--- src/rtl/stl_pkg.sv ---
// Shared types, constants and byte classification for the SQL token lexer.
package stl_pkg;

	localparam int POS_W = 20;
	localparam logic [POS_W-1:0] POS_MAX = {POS_W{1'b1}};

	localparam int QDEPTH = 4;
	localparam int QAW    = 2;

	localparam logic [2:0] KIND_COMMENT = 3'd0;
	localparam logic [2:0] KIND_LITERAL = 3'd1;
	localparam logic [2:0] KIND_WORD    = 3'd2;
	localparam logic [2:0] KIND_QIDENT  = 3'd3;
	localparam logic [2:0] KIND_OPER    = 3'd4;
	localparam logic [2:0] KIND_PUNCT   = 3'd5;

	typedef logic [POS_W-1:0] pos_t;

	typedef struct packed {
		logic       space;
		logic       digit;
		logic       ident_start;
		logic       ident_part;
		logic       lookahead;
		logic       single_ok;
		logic [2:0] single_kind;
	} cls_t;

	typedef struct packed {
		logic [7:0] chr;
		logic       eot;
		pos_t       pos;
		logic       ovf;
		cls_t       cls;
	} entry_t;

	typedef struct packed {
		logic [2:0] kind;
		pos_t       start;
		pos_t       len;
	} tok_t;

	// Kind of a one-byte operator or punctuation token; ok is low for bytes dropped.
	function automatic logic [3:0] single_tok(input logic [7:0] b);
		logic [3:0] r;
		r = {1'b0, KIND_COMMENT};
		case (b)
			"+", "-", "*", "/", "%", "=", "<", ">", "~", "!", "&", "|", "^", "#":
				r = {1'b1, KIND_OPER};
			"(", ")", ",", ";", ".", "[", "]", "{", "}":
				r = {1'b1, KIND_PUNCT};
			default: r = {1'b0, KIND_COMMENT};
		endcase
		return r;
	endfunction

endpackage

--- src/rtl/stl_front.sv ---
// Input side: byte classification and text position tracking.
module stl_front (
	input  logic            clk,
	input  logic            arst_n,
	input  logic            push,
	input  logic [7:0]      char_byte,
	input  logic            end_of_text,
	input  logic            qfull,
	output logic            wr_en,
	output stl_pkg::entry_t wr_data
);

	stl_pkg::pos_t pos_q;
	logic          ovf_q;
	logic [3:0]    st;
	logic          alpha;
	logic          digit;

	assign wr_en = push && !qfull;
	assign st    = stl_pkg::single_tok(char_byte);
	assign alpha = (char_byte >= "a" && char_byte <= "z") ||
	               (char_byte >= "A" && char_byte <= "Z");
	assign digit = char_byte >= "0" && char_byte <= "9";

	always_comb begin
		wr_data.chr                 = char_byte;
		wr_data.eot                 = end_of_text;
		wr_data.pos                 = pos_q;
		wr_data.ovf                 = ovf_q;
		wr_data.cls.space           = char_byte == " " ||
		                              (char_byte >= 8'd9 && char_byte <= 8'd13);
		wr_data.cls.digit           = digit;
		wr_data.cls.ident_start     = alpha || char_byte == "_";
		wr_data.cls.ident_part      = alpha || digit || char_byte == "_";
		wr_data.cls.lookahead       = char_byte == "-" || char_byte == "/" ||
		                              char_byte == "." || char_byte == "<" ||
		                              char_byte == ">" || char_byte == "!" ||
		                              char_byte == "|" || char_byte == "=" ||
		                              char_byte == ":";
		wr_data.cls.single_ok       = st[3];
		wr_data.cls.single_kind     = st[2:0];
	end

	// Saturate the position within a text, restart it after the last byte.
	always_ff @(posedge clk or negedge arst_n) begin
		if (!arst_n) begin
			pos_q <= '0;
			ovf_q <= 1'b0;
		end else if (wr_en) begin
			if (end_of_text) begin
				pos_q <= '0;
				ovf_q <= 1'b0;
			end else if (pos_q == stl_pkg::POS_MAX) begin
				ovf_q <= 1'b1;
			end else begin
				pos_q <= pos_q + 1'b1;
			end
		end
	end

endmodule

--- src/rtl/stl_fifo.sv ---
// Short queue of classified bytes between the input and token sides.
module stl_fifo (
	input  logic            clk,
	input  logic            arst_n,
	input  logic            wr_en,
	input  stl_pkg::entry_t wr_data,
	output logic            full,
	input  logic            rd_en,
	output stl_pkg::entry_t rd_data,
	output logic            empty
);

	stl_pkg::entry_t            mem_q [stl_pkg::QDEPTH];
	logic [stl_pkg::QAW-1:0]    wptr_q;
	logic [stl_pkg::QAW-1:0]    rptr_q;
	logic [stl_pkg::QAW:0]      cnt_q;

	assign full    = cnt_q == (stl_pkg::QAW+1)'(stl_pkg::QDEPTH);
	assign empty   = cnt_q == '0;
	assign rd_data = mem_q[rptr_q];

	always_ff @(posedge clk) begin
		if (wr_en) begin
			mem_q[wptr_q] <= wr_data;
		end
	end

	always_ff @(posedge clk or negedge arst_n) begin
		if (!arst_n) begin
			wptr_q <= '0;
			rptr_q <= '0;
			cnt_q  <= '0;
		end else begin
			if (wr_en) begin
				wptr_q <= wptr_q + 1'b1;
			end
			if (rd_en) begin
				rptr_q <= rptr_q + 1'b1;
			end
			case ({wr_en, rd_en})
				2'b10:   cnt_q <= cnt_q + 1'b1;
				2'b01:   cnt_q <= cnt_q - 1'b1;
				default: cnt_q <= cnt_q;
			endcase
		end
	end

endmodule

--- src/rtl/stl_back.sv ---
// Token side: lexer state machine and result delivery.
module stl_back (
	input  logic            clk,
	input  logic            arst_n,
	input  stl_pkg::entry_t ent,
	input  logic            qempty,
	output logic            qpop,
	output logic            empty,
	input  logic            pop,
	output logic [2:0]      token_kind,
	output logic [19:0]     start_pos,
	output logic [19:0]     token_length,
	output logic            last_of_run,
	output logic            pos_overflow
);

	localparam logic [3:0] M_IDLE  = 4'd0;
	localparam logic [3:0] M_HELD  = 4'd1;
	localparam logic [3:0] M_LINE  = 4'd2;
	localparam logic [3:0] M_BLOCK = 4'd3;
	localparam logic [3:0] M_BSTAR = 4'd4;
	localparam logic [3:0] M_STR   = 4'd5;
	localparam logic [3:0] M_STRQ  = 4'd6;
	localparam logic [3:0] M_QID   = 4'd7;
	localparam logic [3:0] M_NUM   = 4'd8;
	localparam logic [3:0] M_NUME  = 4'd9;
	localparam logic [3:0] M_WORD  = 4'd10;

	logic [3:0]    mode_q;
	stl_pkg::pos_t tb_q;
	logic          dot_q;
	logic [7:0]    held_q;

	stl_pkg::tok_t slot_q [3];
	logic [1:0]    cnt_q;
	logic [1:0]    idx_q;
	logic          ovf_q;

	logic [3:0]    nm;
	stl_pkg::pos_t ntb;
	logic          ndot;
	logic [7:0]    nheld;
	logic          do_start;
	logic          do_num;
	logic [2:0]    rv;
	stl_pkg::tok_t rt   [3];
	stl_pkg::tok_t res  [3];
	logic [1:0]    n;
	logic [3:0]    hs;
	logic [3:0]    ns;
	logic [7:0]    b;
	stl_pkg::pos_t p;
	stl_pkg::tok_t cur;
	logic          last;
	logic          load;

	function automatic logic is_pair(input logic [7:0] a, input logic [7:0] c);
		return (a == "<" && (c == "=" || c == ">")) || (a == ">" && c == "=") ||
		       (a == "!" && c == "=") || (a == "|" && c == "|") ||
		       (a == "-" && c == ">") || (a == "=" && c == ">") ||
		       (a == ":" && c == ":");
	endfunction

	function automatic logic [2:0] mode_kind(input logic [3:0] m);
		logic [2:0] k;
		unique case (m)
			M_LINE, M_BLOCK, M_BSTAR: k = stl_pkg::KIND_COMMENT;
			M_WORD:                   k = stl_pkg::KIND_WORD;
			M_QID:                    k = stl_pkg::KIND_QIDENT;
			default:                  k = stl_pkg::KIND_LITERAL;
		endcase
		return k;
	endfunction

	assign b  = ent.chr;
	assign p  = ent.pos;
	assign hs = stl_pkg::single_tok(held_q);

	// Three possible results per byte: the token the byte ends, a one-byte token
	// the byte starts, and the token flushed at end of text.
	always_comb begin
		nm       = mode_q;
		ntb      = tb_q;
		ndot     = dot_q;
		nheld    = held_q;
		do_start = 1'b0;
		do_num   = 1'b0;
		rv       = '0;
		ns       = '0;
		for (int i = 0; i < 3; i++) begin
			rt[i] = '0;
		end

		unique case (mode_q)
			M_HELD: begin
				if (held_q == "-" && b == "-") begin
					nm = M_LINE;
				end else if (held_q == "/" && b == "*") begin
					nm = M_BLOCK;
				end else if (held_q == "." && ent.cls.digit) begin
					nm   = M_NUM;
					ndot = 1'b1;
				end else if (is_pair(held_q, b)) begin
					rv[0] = 1'b1;
					rt[0] = '{stl_pkg::KIND_OPER, tb_q, stl_pkg::pos_t'(2)};
					nm    = M_IDLE;
				end else begin
					rv[0]    = hs[3];
					rt[0]    = '{hs[2:0], tb_q, stl_pkg::pos_t'(1)};
					do_start = 1'b1;
				end
			end
			M_LINE: begin
				if (b == 8'h0A) begin
					rv[0] = 1'b1;
					rt[0] = '{stl_pkg::KIND_COMMENT, tb_q, p - tb_q};
					nm    = M_IDLE;
				end
			end
			M_BLOCK: begin
				if (b == "*") begin
					nm = M_BSTAR;
				end
			end
			M_BSTAR: begin
				if (b == "/") begin
					rv[0] = 1'b1;
					rt[0] = '{stl_pkg::KIND_COMMENT, tb_q, p - tb_q + 1'b1};
					nm    = M_IDLE;
				end else if (b != "*") begin
					nm = M_BLOCK;
				end
			end
			M_STR: begin
				if (b == "'") begin
					nm = M_STRQ;
				end
			end
			M_STRQ: begin
				if (b == "'") begin
					nm = M_STR;
				end else begin
					rv[0]    = 1'b1;
					rt[0]    = '{stl_pkg::KIND_LITERAL, tb_q, p - tb_q};
					do_start = 1'b1;
				end
			end
			M_QID: begin
				if (b == "\"") begin
					rv[0] = 1'b1;
					rt[0] = '{stl_pkg::KIND_QIDENT, tb_q, p - tb_q + 1'b1};
					nm    = M_IDLE;
				end
			end
			M_NUM: do_num = 1'b1;
			M_NUME: begin
				nm     = M_NUM;
				do_num = b != "+" && b != "-";
			end
			M_WORD: begin
				if (!ent.cls.ident_part) begin
					rv[0]    = 1'b1;
					rt[0]    = '{stl_pkg::KIND_WORD, tb_q, p - tb_q};
					do_start = 1'b1;
				end
			end
			default: do_start = 1'b1;
		endcase

		if (do_num) begin
			if (b == "." && !dot_q) begin
				ndot = 1'b1;
			end else if (ent.cls.digit) begin
				nm = nm;
			end else if (b == "e" || b == "E") begin
				nm = M_NUME;
			end else begin
				rv[0]    = 1'b1;
				rt[0]    = '{stl_pkg::KIND_LITERAL, tb_q, p - tb_q};
				do_start = 1'b1;
			end
		end

		if (do_start) begin
			nm = M_IDLE;
			if (!ent.cls.space) begin
				ntb = p;
				if (ent.cls.lookahead) begin
					nm    = M_HELD;
					nheld = b;
				end else if (b == "'") begin
					nm = M_STR;
				end else if (b == "\"") begin
					nm = M_QID;
				end else if (ent.cls.digit) begin
					nm   = M_NUM;
					ndot = 1'b0;
				end else if (ent.cls.ident_start) begin
					nm = M_WORD;
				end else begin
					rv[1] = ent.cls.single_ok;
					rt[1] = '{ent.cls.single_kind, p, stl_pkg::pos_t'(1)};
				end
			end
		end

		// Flush whatever is pending at end of text.
		if (ent.eot) begin
			if (nm == M_HELD) begin
				ns    = stl_pkg::single_tok(nheld);
				rv[2] = ns[3];
				rt[2] = '{ns[2:0], ntb, stl_pkg::pos_t'(1)};
			end else if (nm != M_IDLE) begin
				rv[2] = 1'b1;
				rt[2] = '{mode_kind(nm), ntb, p - ntb + 1'b1};
			end
			nm   = M_IDLE;
			ntb  = '0;
			ndot = 1'b0;
		end
	end

	// Pack the valid results in order.
	always_comb begin
		n = '0;
		for (int i = 0; i < 3; i++) begin
			res[i] = '0;
		end
		for (int i = 0; i < 3; i++) begin
			if (rv[i]) begin
				res[n] = rt[i];
				n      = n + 1'b1;
			end
		end
	end

	always_comb begin
		case (idx_q)
			2'd0:    cur = slot_q[0];
			2'd1:    cur = slot_q[1];
			2'd2:    cur = slot_q[2];
			default: cur = '0;
		endcase
	end

	assign empty        = idx_q == cnt_q;
	assign last         = 2'(idx_q + 2'd1) == cnt_q;
	assign load         = !qempty && (empty || (pop && last));
	assign qpop         = load;
	assign token_kind   = cur.kind;
	assign start_pos    = 20'(cur.start);
	assign token_length = 20'(cur.len);
	assign last_of_run  = last;
	assign pos_overflow = ovf_q;

	always_ff @(posedge clk) begin
		if (load) begin
			for (int i = 0; i < 3; i++) begin
				slot_q[i] <= res[i];
			end
			ovf_q <= ent.ovf;
		end
	end

	always_ff @(posedge clk or negedge arst_n) begin
		if (!arst_n) begin
			mode_q <= M_IDLE;
			tb_q   <= '0;
			dot_q  <= 1'b0;
			held_q <= '0;
			cnt_q  <= '0;
			idx_q  <= '0;
		end else if (load) begin
			mode_q <= nm;
			tb_q   <= ntb;
			dot_q  <= ndot;
			held_q <= nheld;
			cnt_q  <= n;
			idx_q  <= '0;
		end else if (pop && !empty) begin
			idx_q <= idx_q + 1'b1;
		end
	end

endmodule

--- src/rtl/sql_token_lexer_top.sv ---
// SQL token lexer top level: input classification, byte queue and token side.
//
// Takes SQL text one byte per clock while full is low and returns comment,
// literal, word, quoted identifier, operator and punctuation tokens as kind,
// start offset and length. A byte enters a four-entry queue through push/full;
// the token side takes one byte per clock from it as long as the results of
// the byte before are popped, and can deliver one result per clock through
// empty/pop. A byte that completes two or three tokens holds the token side
// until its results are popped, and the queue absorbs the input meanwhile. The
// first result of a byte shows on the result ports in the cycle after the token
// side takes the byte. Operators that may form a pair, and '-', '/', '.', ':'
// are held until the next byte arrives, so their token comes out with that byte.
module sql_token_lexer_top (
	input  logic        clk,
	input  logic        arst_n,
	input  logic        push,
	output logic        full,
	input  logic [7:0]  char_byte,
	input  logic        end_of_text,
	output logic        empty,
	input  logic        pop,
	output logic [2:0]  token_kind,
	output logic [19:0] start_pos,
	output logic [19:0] token_length,
	output logic        last_of_run,
	output logic        pos_overflow
);

	logic            wr_en;
	stl_pkg::entry_t wr_data;
	logic            rd_en;
	stl_pkg::entry_t rd_data;
	logic            qempty;

	stl_front u_front (
		.clk         (clk),
		.arst_n      (arst_n),
		.push        (push),
		.char_byte   (char_byte),
		.end_of_text (end_of_text),
		.qfull       (full),
		.wr_en       (wr_en),
		.wr_data     (wr_data)
	);

	stl_fifo u_fifo (
		.clk     (clk),
		.arst_n  (arst_n),
		.wr_en   (wr_en),
		.wr_data (wr_data),
		.full    (full),
		.rd_en   (rd_en),
		.rd_data (rd_data),
		.empty   (qempty)
	);

	stl_back u_back (
		.clk          (clk),
		.arst_n       (arst_n),
		.ent          (rd_data),
		.qempty       (qempty),
		.qpop         (rd_en),
		.empty        (empty),
		.pop          (pop),
		.token_kind   (token_kind),
		.start_pos    (start_pos),
		.token_length (token_length),
		.last_of_run  (last_of_run),
		.pos_overflow (pos_overflow)
	);

endmodule
--- config.mk ---
export PLATFORM = sky130hd
export DESIGN_NAME = sql_token_lexer_top
export DESIGN_NICKNAME = d
export VERILOG_FILES = /design/src/rtl/stl_pkg.sv /design/src/rtl/stl_front.sv /design/src/rtl/stl_fifo.sv /design/src/rtl/stl_back.sv /design/src/rtl/sql_token_lexer_top.sv
export SDC_FILE = /design/constraint.sdc
export NUM_CORES = 1
export LEC_CHECK = 0
export BUFFER_PORTS_ARGS = -buffer_cell sky130_fd_sc_hd__buf_2
export CAP_MARGIN = 30
export CELL_PAD_IN_SITES_DETAIL_PLACEMENT = 1
export CELL_PAD_IN_SITES_GLOBAL_PLACEMENT = 1
export CORE_MARGIN = 8
export CORE_UTILIZATION = 55
export DETAILED_ROUTE_END_ITERATION = 8
export HOLD_SLACK_MARGIN = 0.02
export MAX_ROUTING_LAYER = met4
export PLACE_DENSITY_LB_ADDON = 0.1
export SLEW_MARGIN = 10
export SYNTH_ARGS = -nofsm -noshare
export SYNTH_HDL_FRONTEND = slang
export SYNTH_SLANG_ARGS = --single-unit
--- constraint.sdc ---
create_clock -name clk -period 10.8 [get_ports clk]
set_input_delay 0.54 -clock clk [delete_from_list [all_inputs] [get_ports clk]]
set_output_delay 0.54 -clock clk [all_outputs]
set_load 0.03 [all_outputs]
==> results of run 1 <==
==> logic make-up (layout without fill, tap and decap cells) <==
group                      after synthesis  in the layout  share of synthesized area, %
and+or+nand+nor                        508            508                          13.3
AOI/OAI and AO/OA                      364            364                          14.1
DFF                                    343            343                          54.5
buffers and inverters                  148            215                          3.23
adders and majority gates               74             74                          5.18
muxes                                   70             70                          6.48
xor gates and xnor gates                67             67                          3.21
==> synth_stat cells, types with 14 or more instances <==
master | count | share of area (%)
mux2i_1 | 24 | 1.3
mux4_2 | 37 | 4.6
xor2_1 | 25 | 1.2
o22ai_1 | 30 | 1.0
nand2b_1 | 18 | 0.62
inv_1 | 62 | 1.3
nor3_1 | 37 | 1.0
a22o_1 | 23 | 1.1
nor2_1 | 194 | 4.0
or3_1 | 15 | 0.51
a222oi_1 | 43 | 2.4
o21ai_0 | 70 | 1.9
a221oi_1 | 16 | 0.77
ha_1 | 71 | 4.9
edfxtp_1 | 278 | 46
clkbuf_1 | 70 | 1.4
nand3_1 | 26 | 0.71
dfrtp_1 | 65 | 8.9
xnor2_1 | 42 | 2.0
a21oi_1 | 69 | 1.9
nand4_1 | 14 | 0.48
nand2_1 | 114 | 2.3
==> metal layers <==
metal  track usage, %  up-vias  wire [um]
met3             3.25       86       2920
met1             36.1     6894      23400
met4             7.71        0       1280
li1                 -     6098          -
met5                -        -          0
met2             42.8      444      25200
==> final cells by class <==
class / instances / area [sq um]
Inverter: 63 / 241
Sequential cell: 343 / 9980
Multi-Input combinational cell: 1083 / 7750
Clock buffer: 46 / 991
Timing Repair Buffer: 83 / 683
Clock inverter: 23 / 200
Tap cell: 448 / 561
Fill cell: 3381 / 12700
==> registers in the layout, summed over array words and instances, names as in the netlist <==
signal               cells
u_back.cnt_q             2
u_back.dot_q             1
u_back.held_q            8
u_back.idx_q             2
u_back.mode_q            4
u_back.pos_overflow      1
u_back.slot_q          129
u_back.tb_q             20
u_fifo.cnt_q             3
u_fifo.mem_q           148
u_fifo.rptr_q            2
u_fifo.wptr_q            2
u_front.ovf_q            1
u_front.pos_q           20
==> stage by stage <==
step | hold slack [ns] | util [%] | instances | worst slack [ns]
floorplan | 0.244 | - | 1574 | 3.43
global placement | 0.360 | 57.1 | 2006 | 3.48
detailed placement | 0.362 | 57.4 | 2010 | 3.15
CTS | 0.255 | 61.0 | 2080 | 3.09
global route | 0.286 | 61.6 | 2089 | 2.52
finish | 0.271 | 61.6 | 2089 | 3.07
==> worst reg2reg max path, delay by kind of cell (launching register included) <==
| kind | cells | cell delay, ns |
|---|---|---|
| mux | 2 | 1.04 |
| buf+inv | 3 | 0.92 |
| fa+ha+maj | 2 | 0.65 |
| compound gates | 8 | 2.02 |
| simple gates | 6 | 2.43 |
| xor+xnor | 1 | 0.17 |
| flops | 1 | 0.34 |
==> worst max path at each step <==
stage	cells after the start	endpoint	slack (ns)	from
after detailed placement	25	u_back.slot_q[0][19]$_DFFE_PP_	3.15	u_fifo.rptr_q[0]$_DFFE_PN0P_
after CTS	25	u_back.slot_q[0][19]$_DFFE_PP_	3.09	u_fifo.rptr_q[0]$_DFFE_PN0P_
after floorplan	15	u_fifo.cnt_q[2]$_DFFE_PN0P_	3.43	u_back.idx_q[0]$_DFFE_PN0P_
after global placement	23	u_back.slot_q[0][18]$_DFFE_PP_	3.48	u_fifo.rptr_q[0]$_DFFE_PN0P_
final	22	u_back.slot_q[0][18]$_DFFE_PP_	3.07	u_fifo.rptr_q[0]$_DFFE_PN0P_
after global routing	24	u_back.slot_q[0][18]$_DFFE_PP_	2.52	u_fifo.rptr_q[0]$_DFFE_PN0P_
==> what timing repair did <==
action / in CTS / in global routing
hold buffers: 1 / 0
endpoints found under the setup margin: 0 / 0
buffers inserted: 0 / 0
hold endpoints to repair: 5 / 0
==> flow_summary.yaml, run 1 <==
worst_setup_path:
  reg2regPathDepth: 22
  slowest_delay_ns: 0.71
  r2r_slack_ns: 3.07
  reg2reg_from: "u_fifo.rptr_q[0]$_DFFE_PN0P_"
  worstSetupEndpointType: "register"
  crit_path_top_delay_cell: "mux4_2"
  crit_family: "simple AND/OR/NAND/NOR gates"
  timing.rr.end: "u_back.slot_q[0][18]$_DFFE_PP_"
  cp.arrival_ns: 8.11
  required_ns: 11.18
  path_max_fanout: 39
  critPathLaunchType: "register"
  path_buf_inv: 3
  crit_path_cell_trace: "buf_4 > mux4_2 > or4b_4 > nor2_1 > a211oi_1 > a211oi_4 > nor2_4 > buf_16 > mux2i_1 > ha_1 > ha_1 > inv_1 > o21ai_0 > a2111oi_0 > nor3_1 > a211oi_1 > nor4_1 > o31ai_1 > a21oi_1 > xor2_1 > nand2_1 > a21oi_1"
  critPathKind: "reg2reg"
cts:
  clk_pin_slew_ns: 0.06
  clk_latency_ns: 0.55
  h-tree-depth: 2
  cts_root_buf: "clkbuf_16"
  cts_num_sinks: 343
  cts-resized-gates: 0
  cts_tree: "done"
  clockBufferDepth: 3
  cts_buffers: 38
synthesis:
  syn_avg_cell_area_sq_um: 11.6
  netlist_area_sq_um: 18300
  ys_async_sr_fraction_pct: 19.0
  synthFlopType: "edfxtp_1"
  synth.net_count: 1661
  yosys_warnings: 0
  synth_edf_count: 278
  seq_area_frac_synth_pct: 54.5
  synthCells: 1574
  synth_seq_cells: 343
  ys_types: 89
sta:
  min_period_ns: 7.73
  slew_headroom_pct: 36.3
  hold_violations: 0
  setup_tns_ns: 0
  rsz0062_at_grt: "false"
  drv_slew: 0
  finalCritPeriodShare_pct: 71.6
  tightestPinTransition_ns: 0.935
  setup_viol: 0
  finalClockSkew_ns: 0.0230
  clock.fmax_ghz: 0.129
routing:
  dr.pass1.iters: 6
  vias: 13500
  drt-vias-per-instance: 6.47
  final_antenna_net_count: 0
  drt_iter0_drc: 1242
  routed_wl_um: 52800
  wl_per_cell_um: 25.3
  drc: 0
grt:
  grt_pass1_wl_um: 80200
  antenna_found_initial: 0
  grt_max_degree: 87
  grt_pass1_vias: 14000
  track_usage_pct: 26.8
  overflow: 0
floorplan:
  io_pins: 60
  die_h_um: 198
  core_area_sq_um: 33100
  die_w_um: 198
  rows: 67
  start_util_pct: 55.3
  die_area_sq_um: 39400
place:
  post-dp-hpwl_um: 34700
  place.port_buffers: 59
  place.gp.congestion: 0.878
  placed_area_sq_um: 19000
hold_path:
  hp-class: "in2reg"
  hp-start: "end_of_text"
  hold_depth: 1
  min_to: "u_fifo.mem_q[0][30]$_DFFE_PP_"
finish:
  fin_area_sq_um: 20400
  area_growth_pct: 11.5
  fin_nets: 1699
  mostFrequentLayoutCells: "edfxtp_1 (278), nor2_1 (194), nand2_1 (114)"
  n_antenna_cell: 0
  drive_gt1_share_pct: 13.1
  layout_commonest_cell: "edfxtp_1"
run:
  drv_cap: 0
status:
  status: "finished, final reports clean"
Power of run 1 is not shown: default switching activity piles up to over one toggle a cycle in this logic, so the estimate is an artifact.
==> run 2, diff against run 1 <==
Settings changed: CORE_UTILIZATION 55 to 46.
Clock period 10.8 ns to 6.55 ns, I/O delays scaled along.
==> flow_summary.yaml, run 2 (same netlist as run 1, synthesis figures left out) <==
sta:
  drv_slew: 0
  hold_violations: 0
  finalCritPeriodShare_pct: 94.0
  rsz0062_at_grt: "false"
  slew_headroom_pct: 35.7
  min_period_ns: 6.16
  tightestPinTransition_ns: 0.957
  finalClockSkew_ns: 0.0126
  setup_viol: 0
  clock.fmax_ghz: 0.162
  setup_tns_ns: 0
routing:
  vias: 13300
  wl_per_cell_um: 23.3
  drt-vias-per-instance: 6.10
  routed_wl_um: 50700
  final_antenna_net_count: 0
  drt_iter0_drc: 1109
  drc: 0
  dr.pass1.iters: 6
floorplan:
  die_h_um: 215
  core_area_sq_um: 39500
  io_pins: 60
  die_w_um: 215
  die_area_sq_um: 46400
  rows: 73
  start_util_pct: 46.4
worst_setup_path:
  reg2regPathDepth: 24
  worstSetupEndpointType: "register"
  crit_path_top_delay_cell: "or4b_4"
  reg2reg_from: "u_fifo.rptr_q[0]$_DFFE_PN0P_"
  worstSetupStartpoint: "u_fifo.rptr_q[0]$_DFFE_PN0P_"
  timing.rr.end: "u_back.slot_q[0][19]$_DFFE_PP_"
  critPathKind: "reg2reg"
  path_buf_inv: 3
  critPathLaunchType: "register"
  crit_family: "compound AO/OA/AOI/OAI gates"
  path_max_fanout: 12
  slowest_delay_ns: 0.66
  required_ns: 6.94
  cp.arrival_ns: 6.55
  r2r_slack_ns: 0.39
  crit_path_cell_trace: "mux4_2 > or4b_4 > o21ai_1 > nand3_1 > a211oi_4 > nor2_4 > mux2i_1 > buf_4 > inv_1 > ha_1 > inv_1 > ha_1 > fa_1 > a21o_1 > a211oi_1 > o21a_1 > o31a_1 > a21oi_1 > a41oi_1 > a21oi_1 > nor2_1 > xnor2_1 > nand2_1 > a22oi_1"
status:
  status: "finished, final reports clean"
hold_path:
  min_to: "u_fifo.mem_q[3][30]$_DFFE_PP_"
  hold_depth: 1
  hp-class: "in2reg"
  hp-start: "end_of_text"
finish:
  fin_cells: 2180
  fin_nets: 1713
  largest_reg_flops: 148
  reg_top3: "u_fifo.mem_q: 148 flops, u_back.slot_q: 129 flops"
  n_antenna_cell: 0
  top_register: "u_fifo.mem_q"
  mostFrequentLayoutCells: "edfxtp_1 (278), nor2_1 (194), nand2_1 (114)"
  layout_commonest_cell: "edfxtp_1"
  drive_gt1_share_pct: 13.7
  area_growth_pct: 12.3
grt:
  antenna_found_initial: 0
  grt_pass1_vias: 13800
  grt_pass1_wl_um: 80800
  grt_max_degree: 83
  overflow: 0
  track_usage_pct: 22.4
cts:
  clk_latency_ns: 0.55
  clockBufferDepth: 3
  cts_num_sinks: 343
  cts_buffers: 38
  cts_setup_buffers: 0
  clk_pin_slew_ns: 0.06
  cts_tree: "done"
  cts_root_buf: "clkbuf_16"
  h-tree-depth: 2
place:
  dp_cells: 2108
  place.port_buffers: 59
  post-dp-hpwl_um: 35100
  place.gp.congestion: 0.881
run:
  drv_cap: 0
==> run 2: cell types whose count changed in the layout (fill, tap and decap cells not counted), sizes merged <==
cell,before,now
clkinvlp,5,1
clkinv,14,10
inv,66,63
clkbuf,47,58
buf,81,95
==> run 2: timing repair <==
item,CTS,global route
setup endpoints to repair,0,7
resized for setup,0,4
endpoints found under the hold margin,43,0
hold buffers,1,0
==> run 2: metal layers <==
layer / global-route usage, % / vias up / routed length (um)
met5: - / - / 0
li1: - / 6139 / -
met3: 3.10 / 57 / 2540
met2: 33.4 / 320 / 22800
met4: 5.13 / 0 / 830
met1: 32.2 / 6789 / 24500
==> run 2: final cells by class <==
| type | instances | area, sq um |
|---|---|---|
| timing repair buffer | 97 | 731 |
| clock inverter | 12 | 111 |
| fill | 4149 | 18900 |
| clock buffer | 57 | 1060 |
| tap | 525 | 657 |
| inverter | 63 | 241 |
| multi-input combinational | 1083 | 7770 |
| sequential | 343 | 9980 |
==> run 2: worst max path at each step <==
| stage | cells past startpoint | endpoint |
|---|---|---|
| final | 24 | u_back.slot_q[0][19]$_DFFE_PP_ |
| after global routing | 20 | u_back.slot_q[0][18]$_DFFE_PP_ |
| after CTS | 24 | u_back.slot_q[0][19]$_DFFE_PP_ |
| after detailed placement | 24 | u_back.slot_q[0][19]$_DFFE_PP_ |
| after global placement | 24 | u_back.slot_q[0][19]$_DFFE_PP_ |
| after floorplan | 26 | u_back.slot_q[0][19]$_DFFE_PP_ |
==> run 2: metrics by stage <==
| step | instance area, sq um | util, % | hold WS, ns | setup slack [ns] |
|---|---|---|---|---|
| 2_1_floorplan | 18300 | - | 0.0319 | 0.461 |
| 3_3_place_gp | 19100 | 48.5 | 0.486 | 0.453 |
| 3_5_place_dp | 19300 | 49.0 | 0.249 | 0.367 |
| 4_1_cts | 20500 | 52.0 | 0.0316 | 0.311 |
| 5_1_grt | 20500 | 52.1 | 0.0562 | 0.0374 |
| 6_report | 20500 | 52.1 | 0.0648 | 0.391 |
Power of run 2 is left out for the same reason.
